<file path="src/rtl/dplt_pkg.sv">
package dplt_pkg;

  typedef enum logic [1:0] {
    PH_IDLE = 2'd0,
    PH_CR   = 2'd1,
    PH_EQ   = 2'd2
  } phase_t;

  typedef enum logic [1:0] {
    ST_PROGRESS = 2'd0,
    ST_PASS     = 2'd1,
    ST_FAIL     = 2'd2,
    ST_IDLE     = 2'd3
  } status_t;

  localparam logic CMD_START = 1'b0;
  localparam logic CMD_POLL  = 1'b1;

  localparam logic [1:0] PAT_OFF = 2'd0;
  localparam logic [1:0] PAT_1   = 2'd1;
  localparam logic [1:0] PAT_2   = 2'd2;
  localparam logic [1:0] PAT_3   = 2'd3;

  // Register byte addresses
  localparam logic [3:0] REG_LANE_MODE = 4'h0;
  localparam logic [3:0] REG_DRIVE_TBL = 4'h4;
  localparam logic [3:0] REG_PAT3_EN   = 4'h8;

  localparam logic [1:0] LANE_MODE_1 = 2'd0;
  localparam logic [1:0] LANE_MODE_2 = 2'd1;

  localparam logic [2:0] CR_BITS = 3'b001;
  localparam logic [2:0] EQ_BITS = 3'b111;

  localparam logic [2:0] REPEAT_LIMIT = 3'd4;
  localparam logic [2:0] EQ_TRY_LIMIT = 3'd5;

  localparam logic [1:0] SWING_LIMIT [2] = '{2'd3, 2'd2};
  localparam logic [1:0] EMPH_LIMIT  [2] = '{2'd3, 2'd3};
  // Swing clamp, indexed {drive_table, emphasis}
  localparam logic [1:0] SWING_CLAMP [8] = '{
    2'd3, 2'd2, 2'd1, 2'd0, 2'd2, 2'd2, 2'd1, 2'd0
  };

  // Drive codes, indexed {drive_table, swing, emphasis}; {valid, code}
  localparam logic [4:0] DRIVE_CODES [32] = '{
    5'h10, 5'h11, 5'h12, 5'h13, 5'h14, 5'h15, 5'h16, 5'h00,
    5'h17, 5'h18, 5'h00, 5'h00, 5'h19, 5'h00, 5'h00, 5'h00,
    5'h10, 5'h11, 5'h12, 5'h13, 5'h14, 5'h15, 5'h16, 5'h00,
    5'h17, 5'h18, 5'h00, 5'h00, 5'h00, 5'h00, 5'h00, 5'h00
  };

  typedef struct packed {
    logic [1:0] swing;
    logic [1:0] emph;
    logic       swing_max;
    logic       emph_max;
  } drive_t;

endpackage

</file>
<file path="src/rtl/dp_link_training_sequencer.sv">
// Channel   | Dir | Payload                                    | Handshake
// in_*      | in  | tuser command, tdata lane/adjust/align     | tvalid/tready
// out_*     | out | tdata status, pattern, drive, drive code   | tvalid/tready
// cfg_*     | in  | lane_mode, drive_table, pattern3_enable    | APB, pready high
//
// One item per cycle sustained while the result is taken; each item passes through
// an input register, one pass of lane compares, lane max and table lookups,
// then the result register. Training state updates as an item moves to the result.
// Reset (rst_n, synchronous) clears state and both stage valids and loads config defaults.
// A stalled result holds; the input stage takes a new item whenever it drains.
module dp_link_training_sequencer (
  input  logic        clk,
  input  logic        rst_n,
  input  logic        in_tvalid,
  output logic        in_tready,
  input  logic [39:0] in_tdata,    // [15:0] lane_state, [31:16] adjust_request,
                                   // [32] align_done, [39:33] zero
  input  logic        in_tuser,    // [0] command
  output logic        out_tvalid,
  input  logic        out_tready,
  output logic [23:0] out_tdata,   // [1:0] status, [3:2] pattern, [5:4] swing_level,
                                   // [7:6] emphasis_level, [8] swing_at_max,
                                   // [9] emphasis_at_max, [15:10] lane_set_byte,
                                   // [19:16] drive_code, [20] drive_code_valid, [23:21] zero
  input  logic        cfg_psel,
  input  logic        cfg_penable,
  input  logic        cfg_pwrite,
  input  logic [3:0]  cfg_paddr,
  input  logic [31:0] cfg_pwdata,
  output logic [31:0] cfg_prdata,
  output logic        cfg_pready
);

  // configuration
  logic [1:0] lane_mode_r;
  logic       drive_table_r;
  logic       pat3_en_r;
  logic       cfg_wr;

  // input stage
  logic        in_v_r;
  logic        in_cmd_r;
  logic [15:0] in_ls_r;
  logic [15:0] in_adj_r;
  logic        in_align_r;
  logic        advance;

  // training state
  dplt_pkg::phase_t phase_r, phase_nxt;
  dplt_pkg::drive_t drv_r, drv_nxt;
  logic [2:0]       rep_cnt_r, rep_cnt_nxt;
  logic [2:0]       try_cnt_r, try_cnt_nxt;
  logic [15:0]      last_adj_r, last_adj_nxt;

  // result stage
  logic        out_v_r;
  logic [23:0] out_data_r, out_data_nxt;

  logic [3:0]       lane_mask;
  logic             cr_ok;
  logic             eq_ok;
  logic             adj_same;
  logic [2:0]       rep_inc;
  logic [2:0]       try_inc;
  logic             rep_fail;
  logic             try_fail;
  logic [1:0]       eq_pat;
  dplt_pkg::drive_t parse_last;
  dplt_pkg::drive_t parse_in;
  dplt_pkg::status_t status_c;
  logic [1:0]       pattern_c;
  logic [4:0]       code_ent;
  logic [5:0]       lane_set;

  function automatic dplt_pkg::drive_t parse_adj(input logic [15:0] adj,
                                                 input logic [3:0]  mask,
                                                 input logic        dt);
    dplt_pkg::drive_t r;
    logic [1:0] s;
    logic [1:0] e;
    logic [1:0] lim;
    s = 2'd0;
    e = 2'd0;
    for (int i = 0; i < 4; i++) begin
      if (mask[i]) begin
        if (adj[4*i +: 2] > s) s = adj[4*i +: 2];
        if (adj[4*i+2 +: 2] > e) e = adj[4*i+2 +: 2];
      end
    end
    lim = dplt_pkg::SWING_CLAMP[{dt, e}];
    if (s > lim) s = lim;
    r.swing     = s;
    r.emph      = e;
    r.swing_max = (s == dplt_pkg::SWING_LIMIT[dt]);
    r.emph_max  = (e == dplt_pkg::EMPH_LIMIT[dt]);
    return r;
  endfunction

  // ---------------- configuration port ----------------
  assign cfg_pready = 1'b1;
  assign cfg_wr     = cfg_psel && cfg_penable && cfg_pwrite && cfg_pready;

  always_ff @(posedge clk) begin
    if (!rst_n) begin
      lane_mode_r   <= 2'd2;
      drive_table_r <= 1'b1;
      pat3_en_r     <= 1'b0;
    end else if (cfg_wr) begin
      unique case ({cfg_paddr[3:2], 2'b00})
        dplt_pkg::REG_LANE_MODE: lane_mode_r   <= cfg_pwdata[1:0];
        dplt_pkg::REG_DRIVE_TBL: drive_table_r <= cfg_pwdata[0];
        dplt_pkg::REG_PAT3_EN:   pat3_en_r     <= cfg_pwdata[0];
        default: ;
      endcase
    end
  end

  always_comb begin
    unique case ({cfg_paddr[3:2], 2'b00})
      dplt_pkg::REG_LANE_MODE: cfg_prdata = {30'd0, lane_mode_r};
      dplt_pkg::REG_DRIVE_TBL: cfg_prdata = {31'd0, drive_table_r};
      dplt_pkg::REG_PAT3_EN:   cfg_prdata = {31'd0, pat3_en_r};
      default:                 cfg_prdata = 32'd0;
    endcase
  end

  // ---------------- handshake ----------------
  assign advance    = in_v_r && (!out_v_r || out_tready);
  assign in_tready  = !in_v_r || advance;
  assign out_tvalid = out_v_r;
  assign out_tdata  = out_data_r;

  always_ff @(posedge clk) begin
    if (!rst_n) begin
      in_v_r  <= 1'b0;
      out_v_r <= 1'b0;
    end else begin
      if (in_tready) in_v_r <= in_tvalid;
      if (advance) out_v_r <= 1'b1;
      else if (out_tready) out_v_r <= 1'b0;
    end
  end

  always_ff @(posedge clk) begin
    if (in_tvalid && in_tready) begin
      in_cmd_r   <= in_tuser;
      in_ls_r    <= in_tdata[15:0];
      in_adj_r   <= in_tdata[31:16];
      in_align_r <= in_tdata[32];
    end
    if (advance) out_data_r <= out_data_nxt;
  end

  // ---------------- lane checks ----------------
  always_comb begin
    unique case (lane_mode_r)
      dplt_pkg::LANE_MODE_1: lane_mask = 4'b0001;
      dplt_pkg::LANE_MODE_2: lane_mask = 4'b0011;
      default:               lane_mask = 4'b1111;
    endcase
  end

  always_comb begin
    cr_ok = 1'b1;
    eq_ok = 1'b1;
    for (int i = 0; i < 4; i++) begin
      if (lane_mask[i] && ((in_ls_r[4*i +: 3] & dplt_pkg::CR_BITS) != dplt_pkg::CR_BITS))
        cr_ok = 1'b0;
      if (lane_mask[i] && ((in_ls_r[4*i +: 3] & dplt_pkg::EQ_BITS) != dplt_pkg::EQ_BITS))
        eq_ok = 1'b0;
    end
  end

  assign adj_same   = (in_adj_r == last_adj_r);
  assign rep_inc    = rep_cnt_r + 3'd1;
  assign try_inc    = try_cnt_r + 3'd1;
  assign rep_fail   = adj_same && (rep_inc > dplt_pkg::REPEAT_LIMIT);
  assign try_fail   = try_inc > dplt_pkg::EQ_TRY_LIMIT;
  assign eq_pat     = pat3_en_r ? dplt_pkg::PAT_3 : dplt_pkg::PAT_2;
  assign parse_last = parse_adj(last_adj_r, lane_mask, drive_table_r);
  assign parse_in   = parse_adj(in_adj_r, lane_mask, drive_table_r);

  // ---------------- next phase ----------------
  always_comb begin
    phase_nxt = phase_r;
    if (in_cmd_r == dplt_pkg::CMD_START) begin
      phase_nxt = dplt_pkg::PH_CR;
    end else begin
      unique case (phase_r)
        dplt_pkg::PH_CR: begin
          if (cr_ok) phase_nxt = dplt_pkg::PH_EQ;
          else if (rep_fail || drv_r.swing_max) phase_nxt = dplt_pkg::PH_IDLE;
        end
        dplt_pkg::PH_EQ: begin
          if (!cr_ok || (eq_ok && in_align_r) || try_fail) phase_nxt = dplt_pkg::PH_IDLE;
        end
        default: phase_nxt = dplt_pkg::PH_IDLE;
      endcase
    end
  end

  // ---------------- drive, counters and result ----------------
  always_comb begin
    drv_nxt      = drv_r;
    rep_cnt_nxt  = rep_cnt_r;
    try_cnt_nxt  = try_cnt_r;
    last_adj_nxt = last_adj_r;
    status_c     = dplt_pkg::ST_IDLE;
    pattern_c    = dplt_pkg::PAT_OFF;
    if (in_cmd_r == dplt_pkg::CMD_START) begin
      drv_nxt      = '0;
      rep_cnt_nxt  = 3'd0;
      try_cnt_nxt  = 3'd0;
      last_adj_nxt = 16'd0;
      status_c     = dplt_pkg::ST_PROGRESS;
      pattern_c    = dplt_pkg::PAT_1;
    end else begin
      unique case (phase_r)
        dplt_pkg::PH_CR: begin
          if (cr_ok) begin
            // enter equalization with fresh flags from the last request
            try_cnt_nxt = 3'd0;
            drv_nxt     = parse_last;
            status_c    = dplt_pkg::ST_PROGRESS;
            pattern_c   = eq_pat;
          end else begin
            rep_cnt_nxt  = adj_same ? rep_inc : 3'd0;
            last_adj_nxt = in_adj_r;
            if (rep_fail || drv_r.swing_max) begin
              status_c = dplt_pkg::ST_FAIL;
            end else begin
              drv_nxt.swing     = parse_in.swing;
              drv_nxt.emph      = parse_in.emph;
              drv_nxt.swing_max = drv_r.swing_max | parse_in.swing_max;
              drv_nxt.emph_max  = drv_r.emph_max | parse_in.emph_max;
              status_c          = dplt_pkg::ST_PROGRESS;
              pattern_c         = dplt_pkg::PAT_1;
            end
          end
        end
        dplt_pkg::PH_EQ: begin
          if (!cr_ok) begin
            status_c = dplt_pkg::ST_FAIL;
          end else if (eq_ok && in_align_r) begin
            status_c = dplt_pkg::ST_PASS;
          end else begin
            try_cnt_nxt = try_inc;
            if (try_fail) begin
              status_c = dplt_pkg::ST_FAIL;
            end else begin
              drv_nxt.swing     = parse_in.swing;
              drv_nxt.emph      = parse_in.emph;
              drv_nxt.swing_max = drv_r.swing_max | parse_in.swing_max;
              drv_nxt.emph_max  = drv_r.emph_max | parse_in.emph_max;
              status_c          = dplt_pkg::ST_PROGRESS;
              pattern_c         = eq_pat;
            end
          end
        end
        default: ;
      endcase
    end
  end

  always_comb begin
    code_ent = dplt_pkg::DRIVE_CODES[{drive_table_r, drv_nxt.swing, drv_nxt.emph}];
    lane_set = {drv_nxt.emph_max, drv_nxt.emph, drv_nxt.swing_max, drv_nxt.swing};
    out_data_nxt = {3'd0, code_ent[4], code_ent[3:0], lane_set,
                    drv_nxt.emph_max, drv_nxt.swing_max, drv_nxt.emph, drv_nxt.swing,
                    pattern_c, status_c};
  end

  always_ff @(posedge clk) begin
    if (!rst_n) begin
      phase_r    <= dplt_pkg::PH_IDLE;
      drv_r      <= '0;
      rep_cnt_r  <= 3'd0;
      try_cnt_r  <= 3'd0;
      last_adj_r <= 16'd0;
    end else if (advance) begin
      phase_r    <= phase_nxt;
      drv_r      <= drv_nxt;
      rep_cnt_r  <= rep_cnt_nxt;
      try_cnt_r  <= try_cnt_nxt;
      last_adj_r <= last_adj_nxt;
    end
  end

endmodule

</file>
<file path="config.mk">
export PLATFORM = sky130hd
export DESIGN_NAME = dp_link_training_sequencer
export DESIGN_NICKNAME = d
export VERILOG_FILES = /design/src/rtl/dplt_pkg.sv /design/src/rtl/dp_link_training_sequencer.sv
export SDC_FILE = /design/constraint.sdc
export NUM_CORES = 1
export LEC_CHECK = 0
export ABC_AREA = 0
export BUFFER_PORTS_ARGS = -buffer_cell sky130_fd_sc_hd__buf_4
export CAP_MARGIN = 20
export CORE_AREA = 2 2 105 107
export DETAILED_ROUTE_END_ITERATION = 6
export DIE_AREA = 0 0 107 109
export GPL_ROUTABILITY_DRIVEN = 0
export PLACE_DENSITY_LB_ADDON = 0.3
export SLEW_MARGIN = 20
export SYNTH_ARGS = -nofsm -noshare
export SYNTH_HDL_FRONTEND = slang
export SYNTH_SLANG_ARGS = --single-unit
</file>
<file path="constraint.sdc">
create_clock -name clk -period 7.19 [get_ports clk]
set_input_delay 1.438 -clock clk [delete_from_list [all_inputs] [get_ports clk]]
set_output_delay 1.438 -clock clk [all_outputs]
set_load 0.005 [all_outputs]
</file>
==> results of run 1 <==
==> power breakdown <==
group	switching, uW	internal, uW	total (uW)
Combinational	91.4	77.8	169
Clock	188	165	352
Sequential	12.8	506	519
==> cell families after synthesis <==
group                      Yosys count  synth area share [%]
and+or+nand+nor                    165                  15.7
AOI/OAI and AO/OA                  131                  18.0
other                                2                 0.135
buffers and inverters              124                  11.4
DFF                                 81                  37.3
xor gates and xnor gates            18                  2.84
adders and majority gates           48                  10.8
muxes                               20                  3.87
==> cells in the final DEF, fill, tap and decap left out, drive strengths merged, types with 5 or more instances in the layout <==
master,instances
buf,68
inv,64
ha,48
edfxtp,45
nand2,44
dfxtp,36
conb,34
nor2,29
nor2b,26
a21oi,19
xnor2,18
a22oi,18
o21ai,17
mux2i,14
nor3,11
nand3,9
and2,9
clkbuf,9
nand2b,8
nand4,8
a21boi,8
a31o,8
o221ai,7
a31oi,7
mux2,6
nor3b,5
a211oi,5
==> per-layer routing <==
metal	global-route usage, %	up-vias
li1	-	2112
met2	36.4	162
met1	24.0	2045
met4	8.07	0
met3	3.83	21
met5	0	-
==> layout make-up <==
| class | count | area [um^2] | area share [%] |
|---|---|---|---|
| Timing Repair Buffer | 68 | 510 | 8.29 |
| Multi-Input combinational cell | 416 | 2970 | 48.2 |
| Sequential cell | 81 | 2070 | 33.6 |
| Clock buffer | 9 | 124 | 2.01 |
| Inverter | 61 | 229 | 3.72 |
| Clock inverter | 7 | 77.6 | 1.26 |
| Tap cell | 140 | 175 | 2.84 |
==> how the worst max path moves through the flow <==
stage                         endpoint  depth (start not counted)
4_1_cts        out_tdata[16]$_DFFE_PP_                         24
2_1_floorplan  out_tdata[16]$_DFFE_PP_                         24
3_5_place_dp   out_tdata[16]$_DFFE_PP_                         24
5_1_grt        out_tdata[16]$_DFFE_PP_                         24
6_report       out_tdata[16]$_DFFE_PP_                         24
3_3_place_gp   out_tdata[16]$_DFFE_PP_                         24
==> registers in the layout, summed over array words and instances, names as in the netlist <==
register and flops:
drv_r 6, drive_table_r 1, out_tdata 15, in_cmd_r 1, in_align_r 1, try_cnt_r 3
in_ls_r 12, out_tvalid 1, in_adj_r 16, phase_r 2, pat3_en_r 1, rep_cnt_r 3
lane_mode_r 2, last_adj_r 16, in_v_r 1
==> metrics by stage <==
step / hold slack [ns] / cell area, um^2
after global routing: 0.528 / 6160
after floorplan: 0.452 / 5680
final: 0.492 / 6160
after global placement: 0.470 / 5960
after CTS: 0.497 / 6160
after detailed placement: 0.484 / 5960
==> critical path: cells and delay by family, from the launching register on <==
| kind | cells | cell delay [ns] |
|---|---|---|
| compound gates | 11 | 3.22 |
| fa+ha+maj | 4 | 1.06 |
| buf+inv | 2 | 0.16 |
| flops | 1 | 0.49 |
| simple gates | 7 | 1.26 |
==> run summary, run 1 <==
The initial antenna violation count is 0, and the clock-pin slew on the worst setup and hold paths is 0.09 ns. The detail-routed via count per cell came out at 5.55. The run finished with clean final reports.

STA classifies the critical path startpoint as a flop. VDD sags by at most 0.118 mV. The total I/O pin count is 143, and the proportion of netlist area held by the largest area contributor is 24.3%. TritonCTS built the clock tree. The fraction of final layout cells sized beyond drive strength 1 is 16.8%. In this run, synthesis inferred 45 flip-flops with an integrated enable.

The total power draw is 1040 uW, and the setup TNS is 0 ns. Cell type with the highest aggregate area in the netlist: edfxtp_1. In the detailed route, the total length drawn on met3 is 633 um.

Compared with the post-synthesis result, the final layout area differs by 10.9%. By startpoint and endpoint, the worst setup path is classified as flop to flop. The slowest stage of the critical path is the edfxtp_1 cell. Cells fill 58.1% of the core in the end.

The most used flip-flop cell after synthesis is edfxtp_1. Traced cell by cell, the critical path runs through inv_1 > ha_1 > nand2b_1 > and4_1 > or2_2 > ha_1 > nand2b_1 > o211a_1 > o31a_1 > ha_1 > inv_1 > o221ai_1 > nor2_1 > a21oi_2 > a21boi_0 > ha_1 > a2bb2oi_1 > and3b_1 > a211o_1 > a2111oi_2 > o21ai_1 > and2_1 > a2111oi_1 > a31o_1. After synthesis, flip-flops and latches occupy 37.3% of the total area. The average cell area after synthesis was 9.43 um^2; the worst reg-to-reg path cell count was 24. The tools report the beginning of the critical path as in_adj_r[3]$_DFFE_PP_. The post-cts repair resize count is 0, and the routed wire length is 11700 um. The first global-routing pass estimated 18700 um of wire. The run gives 10600 um^2 as the core region area.

The commonest cells after synthesis are inv_1, ha_1, edfxtp_1. STA classifies the critical path endpoint as a flop. The synthesized design contains 81 register bits. For the fill cell total of the finished layout, the log shows 932. Synthesis instantiated 70 different standard cells from the library. The logs give 0 for the count of yosys warnings during synthesis and 4340 for the total number of vias. The logs give 20.3% for the global-route usage over all layers and 0 for the total setup buffers inserted after CTS. inv_1 is the most common cell in the netlist.

Counting tap cells, the placed design contains a total of 766 instances. In the routed design, unresolved DRC markers number 0. The repair_antennas step left the layout with diodes totalling 0.

The clock net in this run drives a total of 81 sinks. The highest metal layer carrying signal wires in the routed design is met4. The relative slew slack is 42.4%, and the floorplan die width is 107 um.

The detail route stage leaves a number of antenna-violating nets equal to 0. At the placement stage, the worst setup path has a slack of 0.994 ns. In this run the cell area of the synthesized design comes to 5560 um^2. The pre-antenna-repair detailed-routing pass consisted of 5 iterations. Dividing the detail-routed wire length by the instance count gives 14.9 um.

The tools report the detailed-placement wirelength estimate as 8520 um. After layout, the worst setup slack is 0.861 ns. The logs give 0.0102 ns for the final setup skew and 0.00260 uW for the leakage dissipation. The count of buffers added on input and output ports is 65.

Across all register-to-register paths, the minimum setup slack is 0.86 ns. The worst hold path terminates at phase_r[1]$_SDFFE_PN0P_. The reg-to-reg endpoint is out_tdata[16]$_DFFE_PP_. For the number of buffers on the longest clock path, the log shows 2. Counting the buffers created by CTS gives 9. Along the worst hold path, the cell count comes to 2. The logs give 158 MHz for the highest clock frequency the design can meet and 3 for the level count of the clock H-tree. By area the synthesized netlist is led by edfxtp_1, dfxtp_1, ha_1, buf_4, inv_1. The initial detailed-routing violation count was 205; the total routed wire length on the met1 layer was 4960 um. The tools report the clock latency on the worst-skew pair as 0.37 ns. The root buffer cell chosen for the clock tree is clkbuf_8. The die outline area is 11700 um^2. For this run, asynchronously set or reset flops after synthesis account for 0%. The final-report max-slew violation count was 0; the y dimension of the die was 109 um.

The ratio of total power to cell area is 169 nW/um^2. The max-cap violation count came out at 0. Summed over all nets, wire length on met2 after detailed routing comes to 5900 um.

Total count of hold-check failures in the final report: 0. For the pin count of the biggest net entering global routing, the log shows 38. Data arrives at the worst endpoint at 6.57 ns. The final critical path takes up 88.0% of the cycle.

For the finished layout, the period the worst path requires is 6.33 ns. The class of the most critical hold timing path is flop to flop. At the worst endpoint, the required time is 7.44 ns.

Setup violations remaining at the end of the flow were counted as 0. The run gives 52.4% as the initial cell density of the core. The via count of the first global-routing pass was 4120. After floorplanning, the core was divided into 38 placement rows. For this run, the post-layout net count is 769. For this design, the CTS-stage hold fixing added 0 buffers. The gate count of the mapped netlist is 589, and the remaining global-route overflow is 0. The largest single stage delay on the critical path is 0.49 ns. Of all nets on the critical path, the largest fanout is 8. Library cell appearing most often on the critical path: ha_1. The tools report the origin of the worst min-delay path as phase_r[1]$_SDFFE_PN0P_. At the pin with the least slew margin, the transition time is 0.862 ns. The worst reg2reg path startpoint is in_adj_r[3]$_DFFE_PP_. Setup repair after global routing left no endpoint under its margin. Leaving out filler cells and counting taps, the final layout contains 782.
(Power assumes the default switching activity.)
==> inputs of run 2 (changes only) <==
--- a/config.mk
+++ b/config.mk
@@ -6,11 +6,11 @@
 export NUM_CORES = 1
 export LEC_CHECK = 0
 export ABC_AREA = 0
-export BUFFER_PORTS_ARGS = -buffer_cell sky130_fd_sc_hd__buf_4
+export BUFFER_PORTS_ARGS = -buffer_cell sky130_fd_sc_hd__buf_2
 export CAP_MARGIN = 20
-export CORE_AREA = 2 2 105 107
+export CORE_AREA = 2 2 147 77
 export DETAILED_ROUTE_END_ITERATION = 6
-export DIE_AREA = 0 0 107 109
+export DIE_AREA = 0 0 149 79
 export GPL_ROUTABILITY_DRIVEN = 0
 export PLACE_DENSITY_LB_ADDON = 0.3
 export SLEW_MARGIN = 20
==> run 2 against run 1 <==
Combinational power down 4%. Maximum frequency up 0.53%. Worst hold slack better by 0.0070 ns. Cell count up 0.51%. Die area up 0.93%. First-iteration DRC count up 120%. Worst setup slack better by 0.033 ns. Core utilization down 0.37 points. Clock-buffer cell count up 1. Via count up 3.1%. Clock power up 41%. Critical endpoint unchanged. Largest power group unchanged. Highest routed layer unchanged.
==> run summary, run 2 (same netlist as run 1, synthesis figures left out) <==
The final-report max-slew violation count was 0 (unchanged); the number of buffers on the longest clock path was 2 (unchanged). For the post-route cell area, the log shows 6120 um^2 (-0.59%). The critical path goes through inv_1 > ha_1 > nand2b_1 > and4_1 > or2_2 > ha_1 > nand2b_1 > o211a_1 > o31a_1 > ha_1 > inv_1 > o221ai_1 > nor2_1 > a21oi_2 > a21boi_0 > ha_1 > a2bb2oi_1 > and3b_1 > a211o_1 > a2111oi_2 > o21ai_1 > and2_1 > a2111oi_1 > a31o_1. Total I/O pin count: 143 (unchanged). The tools report the post-route worst hold slack as 0.499 ns (+0.00701 ns). Leaving out fill and tap cells, the most frequent cell in the layout is buf_2.

The run gives 9360 um (+9.9%) as the detailed-placement wirelength estimate. The tree is rooted in a clkbuf_16. The relative slew slack came out at 38.3% (-4.0 points). The min-delay analysis places its worst path in the category flop to flop.

The maximum VDD drop came out at 0.0965 mV (-19%). The total number of vias is 4475 (+3.1%), and the ratio of total power to cell area is 193 nW/um^2 (+14%). The kind of cell adding the most delay to the critical path was compound AO/OA/AOI/OAI gates. The post-cts repair resize count was 0 (unchanged); the pin count of the biggest net entering global routing was 38 (unchanged).

For the setup TNS, the log shows 0 ns (unchanged). The logs give 770 (+0.52%) for the number of instances in the placed design and 444 (+120%) for the initial detailed-routing violation count. The tools report the leakage dissipation as 0.00259 uW (-0.32%). The net count of the finished layout was 768 (-0.13%); the count of TritonRoute iterations in the first routing pass was 5 (unchanged). Highest net fanout along the worst path: 8 (unchanged). The final setup skew came out at 0.0101 ns (-0.000166 ns). In this run the critical register-to-register path is launched from in_adj_r[7]$_DFFE_PP_. The tools report the CTS sink count as 81 (unchanged). The logs give 5790 um^2 (-2.8%) for the cell area after placement and 52.4% (about the same) for the initial cell density of the core. The number of cells in the finished layout apart from fillers was 786 (+0.51%); the number of I/O port buffers was 65 (unchanged). For the count of nets left with antenna violations after detail routing, the log shows 0 (unchanged). The worst setup path is launched from a flop. The run gives 12600 um (+7.8%) as the routed wire length. The tools report the arrival time at the worst endpoint as 6.50 ns (-0.07 ns).

The critical path in this run is classified as flop to flop. The final worst-path cycle share came out at 87.6% (-0.46 points). The fraction of final layout cells sized beyond drive strength 1 came out at 16.5% (-0.29 points).

The final critical path time including I/O delays and setup was 6.30 ns (-0.0331 ns); the pre-CTS worst setup slack was 0.959 ns (-0.0348 ns). The clock latency on the worst-skew pair came out at 0.34 ns (-0.03 ns). The number of hold buffers added after CTS was 0 (unchanged).

The diode insertion count for antenna repair is 0 (unchanged). The cell that appears most often on the critical path is ha_1. For the total count of hold-check failures in the final report, the log shows 0 (unchanged). TritonCTS built the clock tree. Remaining global-route overflow: 0 (unchanged). The worst reg-to-reg path cell count was 24 (unchanged). The global-route usage over all layers is 22.2% (+1.9 points). The flow ran to the end, and the final reports show no timing, DRC or antenna violations. In the layout the commonest cells are buf_2, inv_1, ha_1, edfxtp_1, nand2_1. The total CTS buffers was 9 (unchanged); the detailed-route wire length per cell was 16.0 um (+7.3%). Reg-to-reg endpoint: out_tdata[16]$_DFFE_PP_.

The delay contributed by the slowest stage of the critical path was 0.46 ns (-0.03 ns). The tools report the sort of element at the end of the critical path as a flop. The tools report the via count of the first global-routing pass as 4211 (+2.2%). The final setup violation count is 0 (unchanged).

The depth of the worst hold-timing path came out at 2 (unchanged). The measured slew at the worst slew-check pin was 0.924 ns (+0.0615 ns); the highest clock frequency the design can meet was 159 MHz (+0.53%). The tools report the origin of the worst min-delay path as drv_r[2]$_SDFFE_PN0P_. Floorplan die width: 149 um (+39%). The floorplan row count was 27 (-29%).

The critical path buffer and inverter count works out to 2 (unchanged). The die outline area was 11800 um^2 (+0.93%). The y dimension of the die is 79 um (-28%), and the initial antenna violation count is 0 (unchanged). For the worst path setup slack after routing, the log shows 0.894 ns (+0.0331 ns). The tools report the count of unresolved DRC violations after routing as 0 (unchanged).

The tools report the required arrival time at the worst endpoint as 7.40 ns (-0.04 ns). Setup repair after global routing left no endpoint under its margin. The core region area was 10600 um^2 (about the same); the level count of the clock H-tree was 3 (unchanged). For the global-route wire length before repair, the log shows 20300 um (+8.2%).

The tools report the worst min-delay path endpoint as drv_r[2]$_SDFFE_PN0P_. The max-cap violation count is 0 (unchanged), and the detail-routed via count per cell is 5.69 (+2.6%). Setup slack of the worst register-to-register path: 0.89 ns (+0.03 ns).

The standard cell with the maximum stage delay on the critical path is edfxtp_1. Compared with the post-synthesis result, the final layout area differs by 10.2%. The total setup buffers inserted after CTS was 0 (unchanged); the clock-pin slew on the worst setup and hold paths was 0.06 ns (-0.03 ns).
[run 2: layer usage]
layer	up-vias	track usage [%]	part of all wire, %	wire length [um]
met1	2129	32.4	48	6070
met4	0	6.76	1.2	153
met5	-	0	0	0
met2	221	32.3	40	5080
li1	2104	-	-	-
met3	21	5.46	10	1280
[run 2: final cells by class]
cell class | instances | area [um^2]
inverters | 61 | 229
flip-flops and latches | 81 | 2070
clock inverters | 6 | 93.8
well taps | 145 | 181
multi-input cells | 416 | 2980
repair buffers | 67 | 340
clock buffers | 10 | 229
fillers | 932 | 4480
[run 2: stage by stage]
stage          power, uW  util, %
2_1_floorplan        656        -
3_3_place_gp         681     54.6
3_5_place_dp         690     54.6
4_1_cts             1190     57.7
5_1_grt             1230     57.7
6_report            1180     57.7
[run 2: report_power, final]
| part | internal [uW] | switching (uW) | leakage (uW) |
|---|---|---|---|
| combinational | 68.5 | 93.4 | 0.00172 |
| clock | 306 | 190 | 0.000153 |
| sequential | 507 | 14.2 | 0.000723 |
| total | 882 | 297 | 0.00259 |
[run 2: worst max-delay path by stage]
stage | startpoint | endpoint | slack [ns] | depth (start not counted)
after CTS | in_adj_r[3]$_DFFE_PP_ | out_tdata[16]$_DFFE_PP_ | 0.90 | 24
after floorplan | in_adj_r[3]$_DFFE_PP_ | out_tdata[16]$_DFFE_PP_ | 1.71 | 24
after global placement | in_adj_r[3]$_DFFE_PP_ | out_tdata[16]$_DFFE_PP_ | 1.19 | 24
final | in_adj_r[7]$_DFFE_PP_ | out_tdata[16]$_DFFE_PP_ | 0.89 | 24
after detailed placement | in_adj_r[3]$_DFFE_PP_ | out_tdata[16]$_DFFE_PP_ | 0.96 | 24
after global routing | in_adj_r[3]$_DFFE_PP_ | out_tdata[16]$_DFFE_PP_ | 0.46 | 24
[run 2: tightest hold or removal path, cell delays in order, from the launching register on]
cell     delay (ns)
dfxtp_1        0.31
nor2_1         0.09
nor3b_1        0.05
==> inputs of run 3 (changes only) <==
--- a/config.mk
+++ b/config.mk
@@ -8,9 +8,12 @@
 export ABC_AREA = 0
 export BUFFER_PORTS_ARGS = -buffer_cell sky130_fd_sc_hd__buf_2
 export CAP_MARGIN = 20
-export CORE_AREA = 2 2 147 77
+export CORE_AREA = 2 2 146 77
+export CTS_BUF_LIST = sky130_fd_sc_hd__clkbuf_8
+export CTS_CLUSTER_DIAMETER = 80
+export CTS_CLUSTER_SIZE = 30
 export DETAILED_ROUTE_END_ITERATION = 6
-export DIE_AREA = 0 0 149 79
+export DIE_AREA = 0 0 148 79
 export GPL_ROUTABILITY_DRIVEN = 0
 export PLACE_DENSITY_LB_ADDON = 0.3
 export SLEW_MARGIN = 20
==> run 3 against run 2 <==
Worst hold slack worse by 0.0011 ns. Worst setup slack improved by 0.029 ns. Largest power group unchanged. Cell count increased by 0.13%. Combinational power is essentially flat. Largest cell class unchanged. Register-to-register slack better by 0.03 ns. Core utilization is 0.92 points lower. Non-clock buffer count is 1 higher. Critical path type unchanged. Clock-buffer cell count unchanged. First-iteration DRC count decreased by 30%. Global-route usage fell by 0.19 points.
==> run summary, run 3 (same netlist as run 1, synthesis figures left out) <==
For the share of the core filled with cells, the log shows 56.8% (-0.92 points). Worst setup path endpoint: out_tdata[16]$_DFFE_PP_. The ratio of total power to cell area was 167 nW/um^2 (-13%); the level count of the clock H-tree was 3 (unchanged). The cell area after placement is 5800 um^2 (+0.13%). The portion of total power attributed to the clock network was 31.9% (-10 points); the setup TNS was 0 ns (unchanged). The flow ran to the end, and the final reports show no timing, DRC or antenna violations. The class of the most critical hold timing path is flop to flop. The clock latency on the worst-skew pair was 0.37 ns (+0.03 ns); the measured slew at the worst slew-check pin was 0.930 ns (+0.00631 ns).

The CTS sink count was 81 (unchanged); the highest net fanout along the worst path was 8 (unchanged). The fraction of final layout cells sized beyond drive strength 1 is 16.8% (+0.29 points). For the final setup skew, the log shows 0.0174 ns (+0.00731 ns). The logs give 160 MHz (+0.46%) for the highest clock frequency the design can meet and 16.1% (+2.4 points) for the power share of the combinational group. TritonCTS built the clock tree. The detailed-route wire length per cell was 15.8 um (-0.99%); the total I/O pin count was 143 (unchanged). The run gives 27 (unchanged) as the floorplan row count. The pin count of the biggest net entering global routing is 38 (unchanged), and the final setup violation count is 0 (unchanged).

Worst reg-to-reg path cell count: 24 (unchanged). The run gives 0.00253 uW (-2.3%) as the leakage dissipation. The logs give 12500 um (-0.87%) for the routed wire length and 10500 um^2 (-0.64%) for the core region area. Count of TritonRoute iterations in the first routing pass: 5 (unchanged). The floorplan die width was 148 um (-0.67%); the die outline area was 11700 um^2 (-0.67%). The max-cap violation count is 0 (unchanged). For the initial detailed-routing violation count, the log shows 312 (-30%). The number of hold buffers added after CTS was 0 (unchanged). The initial cell density of the core is 52.7% (+0.34 points), and the setup slack of the worst register-to-register path is 0.92 ns (+0.03 ns). The y dimension of the die is 79 um (unchanged). The number of I/O port buffers is 65 (unchanged), and the net count of the finished layout is 769 (+0.13%).

The total CTS buffers came out at 9 (unchanged). The detailed-placement wirelength estimate came out at 9480 um (+1.3%). For the part of the total power dissipated in sequential elements, the log shows 52.0% (+7.8 points). The detail-routed via count per cell is 5.64 (-1.0%). The global-route usage over all layers was 22.0% (-0.19 points). The origin of the worst min-delay path is drv_r[3]$_SDFFE_PN0P_. The count of unresolved DRC violations after routing is 0 (unchanged). For the count of nets left with antenna violations after detail routing, the log shows 0 (unchanged). Final worst-path cycle share: 87.2% (-0.40 points). The reg-to-reg endpoint was out_tdata[16]$_DFFE_PP_.

In the layout the commonest cells are buf_2, inv_1, ha_1, edfxtp_1, nand2_1. The run gives 4037 (-4.1%) as the via count of the first global-routing pass. Cell-internal power: 713 uW (-19%).

Total count of hold-check failures in the final report: 0 (unchanged). The most critical setup path has its startpoint at in_adj_r[3]$_DFFE_PP_. The diode insertion count for antenna repair is 0 (unchanged), and the layout overhead on the synthesized area is 7.77%. The run gives 5990 um^2 (-2.2%) as the post-route cell area. The number of buffers on the longest clock path is 2 (unchanged). Setup repair after global routing left no endpoint under its margin.

The run gives 0.0865 mV (-10%) as the maximum VDD drop. The tools report the root buffer selected by CTS as clkbuf_8. For the arrival time at the worst endpoint, the log shows 6.51 ns (about the same). The final critical path time including I/O delays and setup works out to 6.27 ns (-0.0290 ns).

For the global-route wire length before repair, the log shows 20100 um (-1.1%). Worst reg2reg path startpoint: in_adj_r[3]$_DFFE_PP_. Most common cell after layout, fill and taps aside: buf_2. Initial antenna violation count: 0 (unchanged). The startpoint class of the critical path was a flop. The required arrival time at the worst endpoint was 7.43 ns (+0.03 ns); the remaining global-route overflow was 0 (unchanged). Post-cts repair resize count: 0 (unchanged). The relative slew slack is 37.9% (-0.42 points).

Sort of element at the end of the critical path: a flop. The tools report the total setup buffers inserted after CTS as 0 (unchanged). The total number of vias is 4436 (-0.87%). The fraction of power spent switching nets is 28.8% (+3.6 points).

The total power draw came out at 1000 uW (-15%). The start-to-end type of the worst setup path was flop to flop. For the reported net switching power, the log shows 288 uW (-3.1%). The final-report max-slew violation count came out at 0 (unchanged). The clock-pin slew on the worst setup and hold paths is 0.09 ns (+0.03 ns).
## run 3: layer usage
layer  vias up  part of all wire, %  GRT usage [%]
met5         -                    0              0
met4         0                  1.2           6.29
met3        14                  9.4           6.72
met2       218                   41           30.9
met1      2087                   49           32.3
li1       2117                    -              -
## run 3: area by class of cell
class | instances | area (um^2)
repair buffers | 68 | 348
multi-input cells | 416 | 2970
clock buffers | 10 | 138
flip-flops and latches | 81 | 2070
fillers | 914 | 4550
well taps | 145 | 181
inverters | 61 | 229
clock inverters | 6 | 47.5
## run 3: power by group through the flow
stage	registers, uW	logic [uW]	clock network, uW
after floorplan	526	130	0
after global placement	530	151	0
after detailed placement	531	159	0
after CTS	520	160	330
after global routing	523	181	347
final	520	161	320
## run 3: worst min path at each step
| stage | to | depth (start not counted) | slack (ns) |
|---|---|---|---|
| 6_report | drv_r[3]$_SDFFE_PN0P_ | 2 | 0.50 |
| 5_1_grt | drv_r[3]$_SDFFE_PN0P_ | 2 | 0.53 |
| 4_1_cts | drv_r[3]$_SDFFE_PN0P_ | 2 | 0.50 |
| 3_5_place_dp | drv_r[3]$_SDFFE_PN0P_ | 2 | 0.48 |
| 3_3_place_gp | drv_r[3]$_SDFFE_PN0P_ | 2 | 0.47 |
| 2_1_floorplan | drv_r[3]$_SDFFE_PN0P_ | 2 | 0.45 |
## run 3: stage by stage
step / hold slack (ns) / std cells / worst slack, ns
6_report: 0.498 / 787 / 0.923
5_1_grt: 0.532 / 787 / 0.495
4_1_cts: 0.496 / 787 / 0.963
3_5_place_dp: 0.483 / 771 / 1.01
3_3_place_gp: 0.465 / 770 / 1.20
2_1_floorplan: 0.452 / 621 / 1.71
## run 3: worst max-delay path: stages, from the launching register on
cell	delay, ns
edfxtp_1	0.47
inv_1	0.09
ha_1	0.31
nand2b_1	0.16
and4_1	0.21
or2_2	0.30
ha_1	0.27
nand2b_1	0.06
o211a_1	0.13
o31a_1	0.33
ha_1	0.28
inv_1	0.04
o221ai_1	0.23
nor2_1	0.08
a21oi_2	0.41
a21boi_0	0.26
ha_1	0.26
a2bb2oi_1	0.41
and3b_1	0.23
a211o_1	0.36
a2111oi_2	0.36
o21ai_1	0.13
and2_1	0.19
a2111oi_1	0.40
a31o_1	0.16
